`src/rtl/assert_macros.svh`:
```
// assertion helpers shared by the rtl modules
`ifndef ASSERT_MACROS_SVH
`define ASSERT_MACROS_SVH

// same-cycle implication, sampled on clk, off while rst_n is low
`define BAP_ASSERT_NOW(label, cond, expr, msg) \
    label: assert property (@(posedge clk) disable iff (!rst_n) (cond) |-> (expr)) \
        else $error(msg);

// next-cycle implication, sampled on clk, off while rst_n is low
`define BAP_ASSERT_NEXT(label, cond, expr, msg) \
    label: assert property (@(posedge clk) disable iff (!rst_n) (cond) |=> (expr)) \
        else $error(msg);

`endif

```
`src/rtl/bap_pkg.sv`:
```
`default_nettype none

package bap_pkg;

    localparam int CHAN_W       = 8;
    localparam int NUM_CHAN     = 4;
    localparam int PIXEL_W      = CHAN_W * NUM_CHAN;
    localparam int SUM_W        = 20;
    localparam int ROW_W        = 12;
    localparam int MAX_HEIGHT   = 4096;
    localparam int BLK_IDX_W    = 11;
    localparam int MIN_BLOCK    = 2;

    localparam int WIDTH_REG_W  = 13;
    localparam int HEIGHT_REG_W = 13;
    localparam int BLOCK_REG_W  = 7;
    localparam int CFG_DATA_W   = 13;
    localparam int CFG_IDX_W    = 2;

    localparam logic [CFG_IDX_W-1:0] CFG_IMAGE_WIDTH  = 2'd0;
    localparam logic [CFG_IDX_W-1:0] CFG_IMAGE_HEIGHT = 2'd1;
    localparam logic [CFG_IDX_W-1:0] CFG_BLOCK_SIZE   = 2'd2;

    localparam logic [WIDTH_REG_W-1:0]  RST_IMAGE_WIDTH  = 13'd640;
    localparam logic [HEIGHT_REG_W-1:0] RST_IMAGE_HEIGHT = 13'd480;
    localparam logic [BLOCK_REG_W-1:0]  RST_BLOCK_SIZE   = 7'd8;

    localparam logic [CHAN_W-1:0] CHAN_MAX = 8'hFF;

    localparam int DEF_MAX_WIDTH   = 4096;
    localparam int DEF_MAX_BLOCK   = 64;
    localparam int DEF_SUM_COLUMNS = 2048;

    typedef logic [NUM_CHAN-1:0][SUM_W-1:0] sums_t;

    // per-pixel control picked up at the input transfer
    typedef struct packed {
        logic                 first;
        logic                 done;
        logic                 frame_last;
        logic [BLK_IDX_W-1:0] block_col;
        logic [ROW_W-1:0]     row_pos;
    } pix_info_t;

    // finished block handed to the divider
    typedef struct packed {
        logic [BLK_IDX_W-1:0] block_col;
        logic [ROW_W-1:0]     row_pos;
        logic                 frame_last;
        logic [NUM_CHAN-1:0]  sat;
        sums_t                sums;
    } job_t;

endpackage

`default_nettype wire

```
`src/rtl/bap_position.sv`:
```
`default_nettype none

module bap_position #(
    parameter int MAX_WIDTH   = bap_pkg::DEF_MAX_WIDTH,
    parameter int MAX_BLOCK   = bap_pkg::DEF_MAX_BLOCK,
    parameter int SUM_COLUMNS = bap_pkg::DEF_SUM_COLUMNS,
    localparam int WW  = $clog2(MAX_WIDTH + 1),
    localparam int BW  = $clog2(MAX_BLOCK + 1),
    localparam int CW  = 2 * BW,
    localparam int SW  = $clog2(SUM_COLUMNS)
) (
    input  wire logic                      clk,
    input  wire logic                      rst_n,
    input  wire logic                      advance,
    input  wire logic [WW-1:0]             w_eff,
    input  wire logic [bap_pkg::ROW_W:0]   h_eff,
    input  wire logic [BW-1:0]             bs_eff,
    output bap_pkg::pix_info_t             info,
    output logic [SW-1:0]                  slot,
    output logic [CW-1:0]                  count
);

    localparam int CPW = $clog2(MAX_WIDTH);
    localparam int OW  = $clog2(MAX_BLOCK);

    logic [CPW-1:0]                  col_pos_reg;
    logic [bap_pkg::ROW_W-1:0]       row_pos_reg;
    logic [OW-1:0]                   ox_reg;
    logic [OW-1:0]                   oy_reg;
    logic [bap_pkg::BLK_IDX_W-1:0]   bci_reg;
    logic [SW-1:0]                   slot_reg;

    logic [BW-1:0] ox1;
    logic [BW-1:0] oy1;
    logic          row_end;
    logic          frame_end;
    logic          right;
    logic          bottom;

    always_comb
    begin
        ox1       = BW'(ox_reg) + 1'b1;
        oy1       = BW'(oy_reg) + 1'b1;
        row_end   = (WW'(col_pos_reg) + 1'b1) >= w_eff;
        frame_end = ((bap_pkg::ROW_W + 1)'(row_pos_reg) + 1'b1) >= h_eff;
        right     = (ox1 >= bs_eff) || row_end;
        bottom    = (oy1 >= bs_eff) || frame_end;
        count     = CW'(ox1) * CW'(oy1);

        info.first      = (ox_reg == '0) && (oy_reg == '0);
        info.done       = right && bottom;
        info.frame_last = row_end && frame_end;
        info.block_col  = bci_reg;
        info.row_pos    = row_pos_reg;
        slot            = slot_reg;
    end

    always_ff @(posedge clk or negedge rst_n)
    begin
        if (!rst_n)
        begin
            col_pos_reg <= '0;
            row_pos_reg <= '0;
            ox_reg      <= '0;
            oy_reg      <= '0;
            bci_reg     <= '0;
            slot_reg    <= '0;
        end
        else if (advance)
        begin
            if (row_end)
            begin
                col_pos_reg <= '0;
                ox_reg      <= '0;
                bci_reg     <= '0;
                slot_reg    <= '0;
                if (frame_end)
                begin
                    row_pos_reg <= '0;
                    oy_reg      <= '0;
                end
                else
                begin
                    row_pos_reg <= row_pos_reg + 1'b1;
                    oy_reg      <= bottom ? '0 : oy_reg + 1'b1;
                end
            end
            else
            begin
                col_pos_reg <= col_pos_reg + 1'b1;
                if (right)
                begin
                    ox_reg  <= '0;
                    bci_reg <= bci_reg + 1'b1;
                    // slot follows the block column modulo the store depth
                    if ((&bci_reg) || (slot_reg == SW'(SUM_COLUMNS - 1)))
                    begin
                        slot_reg <= '0;
                    end
                    else
                    begin
                        slot_reg <= slot_reg + 1'b1;
                    end
                end
                else
                begin
                    ox_reg <= ox_reg + 1'b1;
                end
            end
        end
    end

endmodule

`default_nettype wire

```
`config.mk`:
```
export PLATFORM = sky130hd
export DESIGN_NAME = bap_position
export DESIGN_NICKNAME = d
export VERILOG_FILES = /design/src/rtl/assert_macros.svh /design/src/rtl/bap_pkg.sv /design/src/rtl/bap_position.sv
export SDC_FILE = /design/constraint.sdc
export NUM_CORES = 1
export LEC_CHECK = 0
export BUFFER_PORTS_ARGS = -buffer_cell sky130_fd_sc_hd__buf_2
export CAP_MARGIN = 15
export CORE_ASPECT_RATIO = 0.8
export CORE_UTILIZATION = 47
export DETAILED_ROUTE_END_ITERATION = 10
export GPL_TIMING_DRIVEN = 0
export HOLD_SLACK_MARGIN = 0.1
export PLACE_DENSITY_LB_ADDON = 0.2
export SYNTH_ARGS = -nofsm -noshare
export SYNTH_HDL_FRONTEND = slang
export SYNTH_SLANG_ARGS = --single-unit
```
`constraint.sdc`:
```
create_clock -name clk -period 10.1 [get_ports clk]
set_clock_uncertainty 0.05 [all_clocks]
set_input_delay 3.03 -clock clk [delete_from_list [all_inputs] [get_ports clk]]
set_output_delay 3.03 -clock clk [all_outputs]
set_load 0.005 [all_outputs]
```
# Word-level counts from Yosys, hierarchy flattened

Cells that the tools add are included.

Equality and inequality tests: 1
Magnitude comparators: 4
Reductions and logical operators: 12
Multipliers: 1
Muxes and demuxes: 11
Add/sub/neg operators: 10

Operators with widths:

| kind                                          | number |
|---|---|
| 2-to-1 mux 11 bit                             | 5 |
| adder 12 x 1 -> 13 bit, second input constant | 2 |
| >= comparator 13 bit                          | 2 |
| adder 12 x 1 -> 12 bit, second input constant | 2 |
| 2-to-1 mux 12 bit                             | 2 |
| 2-to-1 mux 6 bit                              | 4 |
| adder 11 x 1 -> 11 bit, second input constant | 2 |
| adder 6 x 1 -> 7 bit, second input constant   | 2 |
| >= comparator 7 bit                           | 2 |
| multiplier 7 x 7 -> 14 bit                    | 1 |
| adder 6 x 1 -> 6 bit, second input constant   | 2 |
| zero test 6 bit                               | 2 |
| equality test 11 bit, second input constant   | 1 |
| AND reduction 11 bit                          | 1 |
| AND reduction 2 bit                           | 2 |
| logical AND 1 bit                             | 3 |
| logical OR 1 bit                              | 3 |
| nonzero test 2 bit                            | 1 |

Input port bits: 36
Output and inout bits: 51
Register bits after elaboration: 58

# Depth between registers and ports, before layout

Word-level depth: 5
Mapped depth: 20
Mapped depth without buffers: 20

# Worst setup path after synthesis

Ideal clock, no wire load.

Path type: flip-flop to output port
From: register oy_reg[0]
To: output count[11]
Path slack: 2251 ps
Cell stages (with the launch flop): 20
Arrival: 4769 ps
Buffers on the path: 1
Data required time: 7020 ps
Cell sequence: dfrtp_1 -> clkbuf_1 -> nand3_1 -> xor2_1 -> nor2_1 -> fa_1 -> inv_1 -> fa_1 -> inv_1 -> fa_1 -> inv_1 -> fa_1 -> inv_1 -> ha_1 -> o21ai_0 -> nand2b_1 -> a31oi_1 -> o21bai_1 -> a21oi_1 -> xnor2_1

Cells in the longest elaborated chain, start to end: 2

RTL lines:

| element                    | RTL line           | RTL |
|---|---|---|
| start, declared            | bap_position.sv:29 | `logic [OW-1:0] oy_reg;` |
| start signal, assigned     | bap_position.sv:85 | `oy_reg <= bottom ? '0 : oy_reg + 1'b1;` |
| adder 6 x 1 -> 7 bit       | bap_position.sv:43 | `oy1 = BW'(oy_reg) + 1'b1;` |
| multiplier 7 x 7 -> 14 bit | bap_position.sv:48 | `count = CW'(ox1) * CW'(oy1);` |
| end, declared              | bap_position.sv:20 | `output logic [CW-1:0] count` |

Every way passes these cells.

# Worst setup path in the final report

Ends and elaborated chain as after synthesis.

==> results.cfg <==
[outcome]
status = finished clean

[floorplan]
std_cell_rows = 36
start_util_pct = 48.2
die_w_um = 127
die_area_um2 = 12900
die_h_um = 102
core_area_um2 = 12200
io-pin-count = 87

[cells_and_area]
num-fill-cells = 1158
area_growth_pct = 15.2
nets = 927
n_antenna_cell = 0
drive_above_1_share_pct = 15.7

[synthesis]
synth.net_count = 829
postSynthCellCount = 689
synth_commonest_cells = ha_1 (80), inv_1 (79), nor2_1 (65)
async_reset_ff_share_pct = 100
syn_avg_cell_area_um2 = 8.52
synth_top_area_share_pct = 24.7
synth_edf_count = 0
netlist.top_cell.by_area = dfrtp_1
ys_types = 54
yosysWarnings = 0
ys_seq_elements = 58
synth_area_um2 = 5870
synth_ff_type = dfrtp_1
ys_seq_area_share_pct = 24.7
synth.most_common_cell = ha_1
synth_area_leaders = dfrtp_1 (25%), ha_1 (17%), fa_1 (8.2%)

[clock_tree]
clock_sinks = 58
cts_tree = done
cts_resized = 0
clock_path_buffers = 2
cts_buffers = 9
insertion_delay_ns = 0.32
cts_setup_buffers = 0
cts_max_level = 3
cts_root_buf = clkbuf_16
path_clk_slew_ns = 0.05
ctsHoldBuffers = 0

[setup_path]
critPathBufInv = 6
end_kind = output pin
crit_start = oy_reg[0]
r2r_start = ox_reg[0]
cp.arrival_ns = 5.94
cp_max_fo = 10
crit_type = flip-flop to output pin
slowest_stage = fa_1
rr_worst_depth = 11
cp-start-kind = flip-flop
cp_top_family = adder cells
r2r_slack_ns = 6.42
crit_path_max_incr_delay_ns = 0.56
timing.rr.end = slot[3]
critPathRequiredTime_ns = 7.02
path_cells = clkbuf_1 -> and3_1 -> xnor2_1 -> inv_1 -> nand2_1 -> fa_1 -> fa_1 -> inv_1 -> fa_1 -> inv_1 -> fa_1 -> inv_1 -> ha_1 -> o21ai_0 -> nand2b_1 -> a31oi_1 -> o21bai_1 -> a21oi_1 -> xnor2_1 -> buf_2
cp_num_cells = 20

[sta]
max_freq_mhz = 111
finalHoldViolCount = 0
setup_viol = 0
relSlewSlack_pct = 44.9
fin_tns_setup_ns = 0
period_minus_slack_ns = 9.02
worst_pin_slew_ns = 0.824
grt_setup_unrepaired = no
finalCritPeriodShare_pct = 89.3
setup_ws_ns = 1.08
final_max_slew_viol_count = 0

[global_routing]
grt_antenna_before_repair = 0
grt_max_degree = 40
grt_pass1_wl_mm = 24.1
globalRouteTotalUtil_pct = 23.2
grt_pass1_vias = 4996
grt_overflow = 0

[routing]
ant_nets = 0
vias_per_cell = 5.55
drc = 0
vias = 5236
dr.pass1.iters = 4
drt_wl_total_mm = 14.1
post_drt_wl_per_cell_um = 15.0
drtIter0Drc = 270

[min_path]
min_path_type = flip-flop to flip-flop
hold_end = row_pos_reg[11]
hold_path_depth = 2
min-delay-start = row_pos_reg[11]

[power]
power_density_nw_per_um2 = 165
comb_power_share_pct = 46.7
swShare_pct = 40.9
total_power_mw = 1.11
leakage_nw = 3.59
p_int_mw = 0.658
power.share.clock_pct = 23.8
ir_drop_v = 0.0000973
p_switching_mw = 0.455
power.share.sequential_pct = 29.5

[placed_design]
hpwlAfterDp_mm = 11.2
gp_congestion = 0.818
pre_cts_ws_ns = 1.43
io_buffers = 86

[job]
cap_violations = 0
power by group through the flow:
stage	sequential [mW]	combinational (mW)	clock (mW)
2_1_floorplan	0.318	0.359	0
4_1_cts	0.327	0.523	0.269
6_report	0.328	0.520	0.265
3_3_place_gp	0.328	0.499	0
3_5_place_dp	0.329	0.521	0
5_1_grt	0.336	0.602	0.280
stage by stage:
| step | hold slack [ns] | utilization [%] | instances | cell area, um2 |
|---|---|---|---|---|
| floorplan | 0.440 | - | 689 | 5870 |
| detailed placement | 0.465 | 53.5 | 928 | 6510 |
| global route | 0.504 | 55.6 | 943 | 6760 |
| CTS | 0.478 | 55.6 | 943 | 6760 |
| global placement | 0.464 | 53.3 | 927 | 6490 |
| finish | 0.481 | 55.6 | 943 | 6760 |
placed cells by master (no fill, tap or decap), types with 7 or more instances in the layout:
| cell | n |
|---|---|
| a21oi_1 | 20 |
| o2bb2ai_1 | 10 |
| nand3_1 | 28 |
| o21ai_0 | 31 |
| a21o_1 | 16 |
| nor2b_1 | 10 |
| inv_1 | 79 |
| buf_2 | 93 |
| nand4_1 | 8 |
| clkbuf_16 | 9 |
| a22o_1 | 12 |
| fa_1 | 24 |
| nor3_1 | 16 |
| nor2_1 | 65 |
| ha_1 | 80 |
| dfrtp_1 | 58 |
| and3_1 | 15 |
| nand2_1 | 62 |
| xnor2_1 | 27 |
| nand2b_1 | 10 |
| clkbuf_1 | 14 |
| nor4_1 | 8 |
| o31ai_1 | 7 |
| xor2_1 | 12 |
layer usage:
| layer | part of all wire [%] | up-vias | wire, um | track usage, % |
|---|---|---|---|---|
| met5 | 0 | - | 0 | 0 |
| met2 | 45 | 124 | 6320 | 37.5 |
| li1 | - | 2594 | - | - |
| met4 | 0.72 | 0 | 102 | 5.22 |
| met1 | 50 | 2506 | 7060 | 33.3 |
| met3 | 4.4 | 12 | 617 | 3.09 |
worst register-to-register path: cells and delay by family, from the launching register on:
kind | cells | cell delay (ns)
buffers and inverters | 2 | 0.60
AOI/OAI and AO/OA | 2 | 0.72
xor gates and xnor gates | 1 | 0.44
DFF | 1 | 0.37
and+or+nand+nor | 5 | 1.10
adders and majority gates | 1 | 0.36
worst max path at each step:
stage                      endpoint  slack (ns)
final                     count[11]        1.08
after global routing      count[11]        0.64
after CTS                 count[11]        1.09
after detailed placement  count[11]        1.43
after global placement    count[11]        1.53
after floorplan           count[11]        2.25
cell families after synthesis:
group	count (synthesis)	synth area share, %
buffers and inverters	98	6.55
flip-flops	58	24.7
adder cells (fa/ha/maj)	104	25.3
multiplexers	2	0.341
XOR/XNOR	39	5.82
AND/OR/NAND/NOR	247	20.3
AO/OA/AOI/OAI	141	17.0
layout make-up:
cell class | instances | area [um2] | area share [%]
multi-input cells | 533 | 4030 | 59.6
flip-flops and latches | 58 | 1450 | 21.5
repair buffers | 87 | 450 | 6.66
inverters | 79 | 297 | 4.39
clock buffers | 12 | 236 | 3.50
well taps | 152 | 190 | 2.81
plain buffers | 19 | 87.6 | 1.30
clock inverters | 3 | 17.5 | 0.259
(Power assumes the default switching activity.)
