## config.mk

```make
export PLATFORM = sky130hd
export DESIGN_NAME = bap_divider
export DESIGN_NICKNAME = d
export VERILOG_FILES = /design/src/rtl/bap_pkg.sv /design/src/rtl/bap_divider.sv
export VERILOG_INCLUDE_DIRS = /design/src /design/src/rtl
export SDC_FILE = /design/constraint.sdc
export NUM_CORES = 1
export LEC_CHECK = 0
export BUFFER_PORTS_ARGS = -buffer_cell sky130_fd_sc_hd__buf_2
export CORE_MARGIN = 5
export CORE_UTILIZATION = 40
export DETAILED_ROUTE_END_ITERATION = 8
export SKIP_CTS_REPAIR_TIMING = 1
export SLEW_MARGIN = 5
export SYNTH_ARGS = -nofsm -noshare
export SYNTH_HDL_FRONTEND = slang
export SYNTH_SLANG_ARGS = --single-unit
```

## constraint.sdc

```tcl
create_clock -name clk -period 7.1 [get_ports clk]
set_input_delay 0.71 -clock clk [delete_from_list [all_inputs] [get_ports clk]]
set_output_delay 0.71 -clock clk [all_outputs]
set_load 0.1 [all_outputs]
```

## src/rtl/assert_macros.svh

```systemverilog
// assertion helpers shared by the rtl modules
`ifndef ASSERT_MACROS_SVH
`define ASSERT_MACROS_SVH

// same-cycle implication, sampled on clk, off while rst_n is low
`define BAP_ASSERT_NOW(label, cond, expr, msg) \
    label: assert property (@(posedge clk) disable iff (!rst_n) (cond) |-> (expr)) \
        else $error(msg);

// next-cycle implication, sampled on clk, off while rst_n is low
`define BAP_ASSERT_NEXT(label, cond, expr, msg) \
    label: assert property (@(posedge clk) disable iff (!rst_n) (cond) |=> (expr)) \
        else $error(msg);

`endif

```

## src/rtl/bap_pkg.sv

```systemverilog
`default_nettype none

package bap_pkg;

    localparam int CHAN_W       = 8;
    localparam int NUM_CHAN     = 4;
    localparam int PIXEL_W      = CHAN_W * NUM_CHAN;
    localparam int SUM_W        = 20;
    localparam int ROW_W        = 12;
    localparam int MAX_HEIGHT   = 4096;
    localparam int BLK_IDX_W    = 11;
    localparam int MIN_BLOCK    = 2;

    localparam int WIDTH_REG_W  = 13;
    localparam int HEIGHT_REG_W = 13;
    localparam int BLOCK_REG_W  = 7;
    localparam int CFG_DATA_W   = 13;
    localparam int CFG_IDX_W    = 2;

    localparam logic [CFG_IDX_W-1:0] CFG_IMAGE_WIDTH  = 2'd0;
    localparam logic [CFG_IDX_W-1:0] CFG_IMAGE_HEIGHT = 2'd1;
    localparam logic [CFG_IDX_W-1:0] CFG_BLOCK_SIZE   = 2'd2;

    localparam logic [WIDTH_REG_W-1:0]  RST_IMAGE_WIDTH  = 13'd640;
    localparam logic [HEIGHT_REG_W-1:0] RST_IMAGE_HEIGHT = 13'd480;
    localparam logic [BLOCK_REG_W-1:0]  RST_BLOCK_SIZE   = 7'd8;

    localparam logic [CHAN_W-1:0] CHAN_MAX = 8'hFF;

    localparam int DEF_MAX_WIDTH   = 4096;
    localparam int DEF_MAX_BLOCK   = 64;
    localparam int DEF_SUM_COLUMNS = 2048;

    typedef logic [NUM_CHAN-1:0][SUM_W-1:0] sums_t;

    // per-pixel control picked up at the input transfer
    typedef struct packed {
        logic                 first;
        logic                 done;
        logic                 frame_last;
        logic [BLK_IDX_W-1:0] block_col;
        logic [ROW_W-1:0]     row_pos;
    } pix_info_t;

    // finished block handed to the divider
    typedef struct packed {
        logic [BLK_IDX_W-1:0] block_col;
        logic [ROW_W-1:0]     row_pos;
        logic                 frame_last;
        logic [NUM_CHAN-1:0]  sat;
        sums_t                sums;
    } job_t;

endpackage

`default_nettype wire

```

## src/rtl/bap_divider.sv

```systemverilog
`default_nettype none

`include "assert_macros.svh"

module bap_divider #(
    parameter int MAX_BLOCK = bap_pkg::DEF_MAX_BLOCK,
    localparam int BW = $clog2(MAX_BLOCK + 1),
    localparam int CW = 2 * BW
) (
    input  wire logic                              clk,
    input  wire logic                              rst_n,
    input  wire logic                              start,
    input  wire bap_pkg::job_t                     job,
    input  wire logic [CW-1:0]                     count,
    input  wire logic [BW-1:0]                     bs,
    output logic                                   launch_ok,
    output logic                                   out_valid,
    input  wire logic                              out_ready,
    output logic [bap_pkg::BLK_IDX_W-1:0]          block_col,
    output logic [bap_pkg::BLK_IDX_W-1:0]          block_row,
    output logic [bap_pkg::PIXEL_W-1:0]            mean_color,
    output logic                                   frame_last
);

    localparam int RW     = CW + 1;
    localparam int STEPS  = bap_pkg::ROW_W;
    localparam int STEP_W = $clog2(STEPS);
    localparam int LANES  = bap_pkg::NUM_CHAN + 1;
    localparam int ROWL   = bap_pkg::NUM_CHAN;

    typedef enum logic [1:0] {IDLE, RUN, HOLD} state_t;

    state_t                                state_reg;
    logic [STEP_W-1:0]                     step_reg;
    logic [LANES-1:0][RW-1:0]              rem_reg;
    logic [LANES-1:0][bap_pkg::ROW_W-1:0]  low_reg;
    logic [CW-1:0]                         count_reg;
    logic [BW-1:0]                         bs_reg;
    logic [bap_pkg::NUM_CHAN-1:0]          sat_reg;
    logic [bap_pkg::BLK_IDX_W-1:0]         block_col_reg;
    logic                                  frame_last_reg;

    logic [LANES-1:0][RW-1:0]              lane_div;
    logic [LANES-1:0][RW-1:0]              lane_try;
    logic [LANES-1:0]                      lane_ge;
    logic [LANES-1:0][RW-1:0]              rem_step;
    logic [LANES-1:0][bap_pkg::ROW_W-1:0]  low_step;

    // one restoring step per cycle in every lane: four channel means and the block row
    always_comb
    begin
        for (int i = 0; i < LANES; i++)
        begin
            lane_div[i] = (i < ROWL) ? RW'(count_reg) : RW'(bs_reg);
            lane_try[i] = {rem_reg[i][RW-2:0], low_reg[i][bap_pkg::ROW_W-1]};
            lane_ge[i]  = lane_try[i] >= lane_div[i];
            rem_step[i] = lane_ge[i] ? (lane_try[i] - lane_div[i]) : lane_try[i];
            low_step[i] = {low_reg[i][bap_pkg::ROW_W-2:0], lane_ge[i]};
        end
    end

    always_comb
    begin
        launch_ok  = (state_reg == IDLE) || ((state_reg == HOLD) && out_ready);
        out_valid  = (state_reg == HOLD);
        block_col  = block_col_reg;
        block_row  = low_reg[ROWL][bap_pkg::BLK_IDX_W-1:0];
        frame_last = frame_last_reg;
        for (int c = 0; c < bap_pkg::NUM_CHAN; c++)
        begin
            mean_color[c*bap_pkg::CHAN_W +: bap_pkg::CHAN_W] =
                sat_reg[c] ? bap_pkg::CHAN_MAX : low_reg[c][bap_pkg::CHAN_W-1:0];
        end
    end

    always_ff @(posedge clk or negedge rst_n)
    begin
        if (!rst_n)
        begin
            state_reg <= IDLE;
            step_reg  <= '0;
        end
        else
        begin
            if (start)
            begin
                state_reg      <= RUN;
                step_reg       <= '0;
                count_reg      <= count;
                bs_reg         <= bs;
                sat_reg        <= job.sat;
                block_col_reg  <= job.block_col;
                frame_last_reg <= job.frame_last;
                for (int c = 0; c < bap_pkg::NUM_CHAN; c++)
                begin
                    // top bits are below the divisor whenever the mean fits
                    rem_reg[c] <= RW'(job.sums[c][bap_pkg::SUM_W-1:bap_pkg::ROW_W]);
                    low_reg[c] <= job.sums[c][bap_pkg::ROW_W-1:0];
                end
                rem_reg[ROWL] <= '0;
                low_reg[ROWL] <= job.row_pos;
            end
            else
            begin
                unique case (state_reg)
                    IDLE:
                    begin
                        state_reg <= IDLE;
                    end
                    RUN:
                    begin
                        rem_reg  <= rem_step;
                        low_reg  <= low_step;
                        step_reg <= step_reg + 1'b1;
                        if (step_reg == STEP_W'(STEPS - 1))
                        begin
                            state_reg <= HOLD;
                        end
                    end
                    HOLD:
                    begin
                        if (out_ready)
                        begin
                            state_reg <= IDLE;
                        end
                    end
                    default:
                    begin
                        state_reg <= IDLE;
                    end
                endcase
            end
        end
    end

    `BAP_ASSERT_NOW(a_start_when_free, start, (state_reg == IDLE) || ((state_reg == HOLD) && out_ready), "divider started while busy")
    `BAP_ASSERT_NEXT(a_start_runs, start, (state_reg == RUN) && (step_reg == '0), "divider did not begin a run")

endmodule

`default_nettype wire

```

* After elaboration in Yosys (flattened, before gate mapping)
Index checks and enable logic that the tools add are counted.
** Word-level totals
- Flip-flop bits (word level) :: 178
- Bits in latches :: 0
- Bits in writable memories :: 0
- Memory bits (read-only) :: 0
- Input bits :: 133
- Output and inout port bits :: 57
- Logic and storage cells :: 63
- Memories kept :: 0
** Operators by class
- Add/subtract/negate cells :: 6
- Multiply operators :: 0
- Divide/modulo/power cells :: 0
- Order comparisons :: 5
- Eq/ne operators :: 5
- Shift-type cells :: 0
- Muxes and demuxes :: 19
- Bitwise logic cells :: 0
- Reductions and logical operators :: 7
** Operator list (count)
- 60-bit two-way mux :: 2
- 15-bit two-way mux :: 5
- 75-bit two-way mux :: 1
- 15-bit by 14-bit greater-or-equal comparator with 1-bit output :: 4
- 15-bit by 14-bit subtractor with 15-bit output :: 4
- 53-bit two-way mux :: 1
- 8-bit two-way mux :: 4
- 15-bit by 7-bit greater-or-equal comparator with 1-bit output :: 1
- 15-bit by 7-bit subtractor with 15-bit output :: 1
- 4-bit two-way mux :: 2
- 2-bit two-way mux :: 3
- 2-bit AND reduction :: 3
- 4-bit by 1-bit adder with 4-bit output (second input constant) :: 1
- 4-bit equality test (second input constant) :: 1
- 2-bit one-hot mux with 2 select lines :: 1
- 3-bit by 2-bit != test with 1-bit output (second input constant) :: 1
- 3-bit != test (second input constant) :: 1
- 2-bit by 1-bit equality test with 1-bit output (second input constant) :: 1
- 2-bit equality test (second input constant) :: 1
- 2-bit zero test :: 1
- 2-bit nonzero test :: 1
- 1-bit logical AND :: 1
- 1-bit logical OR :: 1

* Depth between registers and ports, before layout
- Depth after elaboration :: 4
- Depth in mapped cells :: 11
- Depth with buffers taken out :: 11

* Worst setup path after synthesis
Ideal clock, no wire load.
- Path kind :: input-to-reg
- Start point :: input start
- End point :: register low_reg (netlist bit block_row[0]) (enable)
- Setup time :: 554 ps
- Arrival :: 5384 ps
- Required time :: 6546 ps
- Path slack :: 1162 ps
- Stages on the path :: 4
- Buffers on the path :: 2
- Cells stage by stage :: clkbuf_1 -> clkbuf_1 -> nor2_1 -> nor2b_1
** On the way
- Longest elaborated chain between the ends :: 2
** Ends and longest elaborated chain
- start, declared :: RTL line bap_divider.sv:12 : input wire logic start,
- 2-bit nonzero test (no line)
- 2-bit AND reduction (no line)
- end signal, assigned by index :: RTL line bap_divider.sv:98 : low_reg[c] <= job.sums[c][bap_pkg::ROW_W-1:0];
- end signal, assigned by index :: RTL line bap_divider.sv:101 : low_reg[ROWL] <= job.row_pos;
- end signal, assigned :: RTL line bap_divider.sv:113 : low_reg <= low_step;
- end, declared :: RTL line bap_divider.sv:36 : logic [LANES-1:0][bap_pkg::ROW_W-1:0] low_reg;
No other way between the ends.
A chain may end at the register's enable or synchronous reset.

* Worst setup path in the final report
- Start point :: register count_reg[1]
- End point :: register rem_reg (netlist bit lane_try[20]), data pin
** On the way
- Longest elaborated chain between the ends :: 4
- Elaborated cells between the ends (all ways) :: 5
- Classes of those cells :: 1 x add/sub; 1 x order compare; 3 x mux
** Ends and longest elaborated chain
- start, declared :: RTL line bap_divider.sv:37 : logic [CW-1:0] count_reg;
- start signal, assigned :: RTL line bap_divider.sv:89 : count_reg <= count;
- 15-bit by 14-bit subtractor with 15-bit output or 15-bit by 14-bit greater-or-equal comparator with 1-bit output (tied branches) :: RTL line bap_divider.sv:57, bap_divider.sv:56
- 15-bit two-way mux (*) :: RTL line bap_divider.sv:57 : rem_step[i] = lane_ge[i] ? (lane_try[i] - lane_div[i]) : lane_try[i];
- 75-bit two-way mux (*) :: RTL line bap_divider.sv:105 : unique case (state_reg)
- 53-bit two-way mux (*) :: RTL line bap_divider.sv:85 : if (start)
- end signal, assigned by index :: RTL line bap_divider.sv:97 : rem_reg[c] <= RW'(job.sums[c][bap_pkg::SUM_W-1:bap_pkg::ROW_W]);
- end signal, assigned :: RTL line bap_divider.sv:112 : rem_reg <= rem_step;
- end, declared :: RTL line bap_divider.sv:35 : logic [LANES-1:0][RW-1:0] rem_reg;
Every way passes the cells marked *; elsewhere a longest branch is shown, timed or not. The select of a mux whose other input is x is not followed.

==> impl_metrics.csv <==
group,metric,value,unit
drt,drc,0,
global_route,grt_overflow,0,
timing,skew,0.0103,ns
clocking,insertion_delay,0.43,ns
clocking,numCtsBuffers,17,
floorplan,core,28500,um2
timing,final.min_clock_period,3.45,ns
worst_setup_path,worst_ep_required_time,7.24,ns
worst_setup_path,end_kind,"flip-flop",
place,port_buffers,189,
power_and_ir_drop,leakagePower,5.25,nW
synth,synth_seq_area_share,45.1,%
final_layout,final_nets,1410,
power_and_ir_drop,power_density,279,nW/um2
timing,worst_pin_slew,1.08,ns
final_layout,seqCellArea,5160,um2
timing,hold_viol,0,
timing,finalCritPeriodShare,48.6,%
drt,drt_wl_total,29100,um
synth,synth_enable_flop_cells,167,
job,cap_violations,0,
worst_setup_path,slowest_delay,0.79,ns
clocking,clk_path_buf_depth,2,
global_route,grt_pass1_vias,8612,
floorplan,rows,62,
final_layout,area_growth,15.4,%
floorplan,dieArea,32100,um2
final_layout,diodes,0,
timing,finalSetupViolCount,0,
worst_setup_path,critical_path_arrival,3.59,ns
worst_setup_path,cp_top_family,"compound AO/OA/AOI/OAI gates",
clocking,cts_tree,"built",
timing,fmax,290,MHz
drt,antenna_left,0,
global_route,grt_usage,17.9,%
clocking,clk_pin_slew,0.07,ns
final_layout,largest_reg_flops,75,
floorplan,initial_utilization,40.2,%
floorplan,die_width,179,um
synth,yosysUniqueCellTypes,86,
worst_setup_path,r2r_end,"lane_try[20]$_DFFE_PP_",
global_route,grt_pass1_wl,45300,um
worst_setup_path,crit_type,"reg -> reg",
worst_setup_path,path_max_fanout,13,
worst_setup_path,reg2reg_slack,3.65,ns
power_and_ir_drop,finalPower,3.69,mW
global_route,grt_max_degree,88,
final_layout,multi_input_area,5820,um2
synth,syn_area,11500,um2
place,dp.final_hpwl,20000,um
worst_setup_path,path_buf_inv,2,
timing,tns,0,ns
worst_setup_path,cp_cell_sequence,"inv_1 -> ha_1 -> nor2b_1 -> o21ai_1 -> a21boi_1 -> o21ai_2 -> o311ai_2 -> buf_4 -> mux2i_1 -> o31ai_1",
final_layout,layout-drive-gt1-share,29.5,%
synth,syn-num-nets,1252,
run_status,status,"finished clean",
synth,async_flop_share,3.47,%
hold_path,hold_path.class,"in -> async",
global_route,antenna_found_initial,1,
floorplan,num_io_pins,190,
synth,postSynthAreaPerCell,10.9,um2
worst_setup_path,r2r_cells,10,
floorplan,die_y,179,um
synth,ys_ff_latch,173,
power_and_ir_drop,ir_drop,0.170,mV
clocking,root_buffer,"clkbuf_16",
timing,slew_viol_final,0,
drt,drt-initial-drc-count,494,
place,gp_congestion,0.855,
clocking,htreeDepth,4,
timing,whs,0.423,ns
timing,grt_setup_unrepaired,"no",
synth,netlist_instances,1050,
drt,via_per_inst,5.49,
timing,slew-limit-headroom,28.3,%
synth,yosysWarnings,0,
worst_setup_path,critical_path.slowest_cell,"o311ai_2",
worst_setup_path,crit_start,"count_reg[1]$_DFFE_PP_",
drt,vias,8812,
worst_setup_path,start_kind,"flip-flop",
clocking,clock-sinks,173,
drt,wl_per_cell,18.1,um
synth,synth_top_flop_cell,"edfxtp_1",
worst_setup_path,r2r_start,"count_reg[1]$_DFFE_PP_",
final_layout,nFillCells,2715,
drt,dr.pass1.iters,5,
## layout make-up
cell class | instances | share of cell area [%]
Clock buffer | 19 | 3.27
Clock inverter | 13 | 0.974
Inverter | 50 | 1.42
Multi-Input combinational cell | 769 | 44.0
Sequential cell | 173 | 39.1
Tap cell | 384 | 3.63
Timing Repair Buffer | 197 | 7.63
## where the power goes
part           total (mW)  leakage [nW]  internal, mW  switching (mW)
registers            1.38          1.71          1.30          0.0827
clock network       0.916         0.270         0.491           0.425
logic                1.39          3.27         0.531           0.860
## synth_stat cells, types with 21 or more instances
master | instances | share of area (%)
clkbuf_1 | 32 | 1.0
xnor2_1 | 21 | 1.6
or2_2 | 37 | 2.0
nor2_1 | 76 | 2.5
mux2_2 | 60 | 5.9
o21ai_0 | 37 | 1.6
edfxtp_1 | 167 | 44
ha_1 | 64 | 7.0
inv_1 | 50 | 1.6
nand2_1 | 68 | 2.2
nor3_1 | 23 | 1.0
a21oi_1 | 37 | 1.6
mux2i_1 | 26 | 2.3
## layout by cell type (no fill, tap or decap), types with 37 or more instances in the layout
cell | netlist | layout
inv_1 | 50 | 50
buf_2 | 2 | 188
o21ai_0 | 37 | 37
nor2_1 | 76 | 75
a21oi_1 | 37 | 37
edfxtp_1 | 167 | 167
mux2_2 | 60 | 60
nand2_1 | 68 | 68
ha_1 | 64 | 64
or2_2 | 37 | 37
## through the flow
stage	area [um2]	util [%]	worst slack, ns	cells
after detailed placement	12700	44.5	3.61	1573
after global placement	12700	44.5	3.65	1573
after floorplan	11500	-	1.16	1050
after CTS	13200	46.5	3.58	1605
after global routing	13200	46.5	3.27	1605
final	13200	46.5	3.65	1605
## cell families after synthesis
kind of cell    count (synthesis)  share of synthesized area (%)
flops                         173                           45.1
buf+inv                       108                           4.28
fa+ha+maj                      69                           7.86
compound gates                255                           17.0
mux                            86                           8.17
simple gates                  318                           14.5
xor+xnor                       41                           3.13
## worst register-to-register path, delay by kind of cell, from the launching register on
kind                     cells  cell delay, ns
flip-flops                   1            0.35
multiplexers                 1            0.21
AO/OA/AOI/OAI                5            1.50
AND/OR/NAND/NOR              1            0.14
adder cells (fa/ha/maj)      1            0.24
buffers and inverters        2            0.72
## routing by layer
layer,routed length [um],GRT usage [%],vias up
li1,-,-,4317
met1,13400,25.0,4248
met2,13500,28.2,226
met3,1760,4.34,21
met4,396,4.09,0
met5,0,0,-
## worst max path at each step
stage                              to  depth (start not counted)
2_1_floorplan  block_row[0]$_DFFE_PP_                          4
3_3_place_gp   lane_try[60]$_DFFE_PP_                          4
3_5_place_dp   lane_try[20]$_DFFE_PP_                         10
4_1_cts        lane_try[20]$_DFFE_PP_                         10
5_1_grt        lane_try[23]$_DFFE_PP_                         10
6_report       lane_try[20]$_DFFE_PP_                         10
Power figures use the tool's default switching activity.
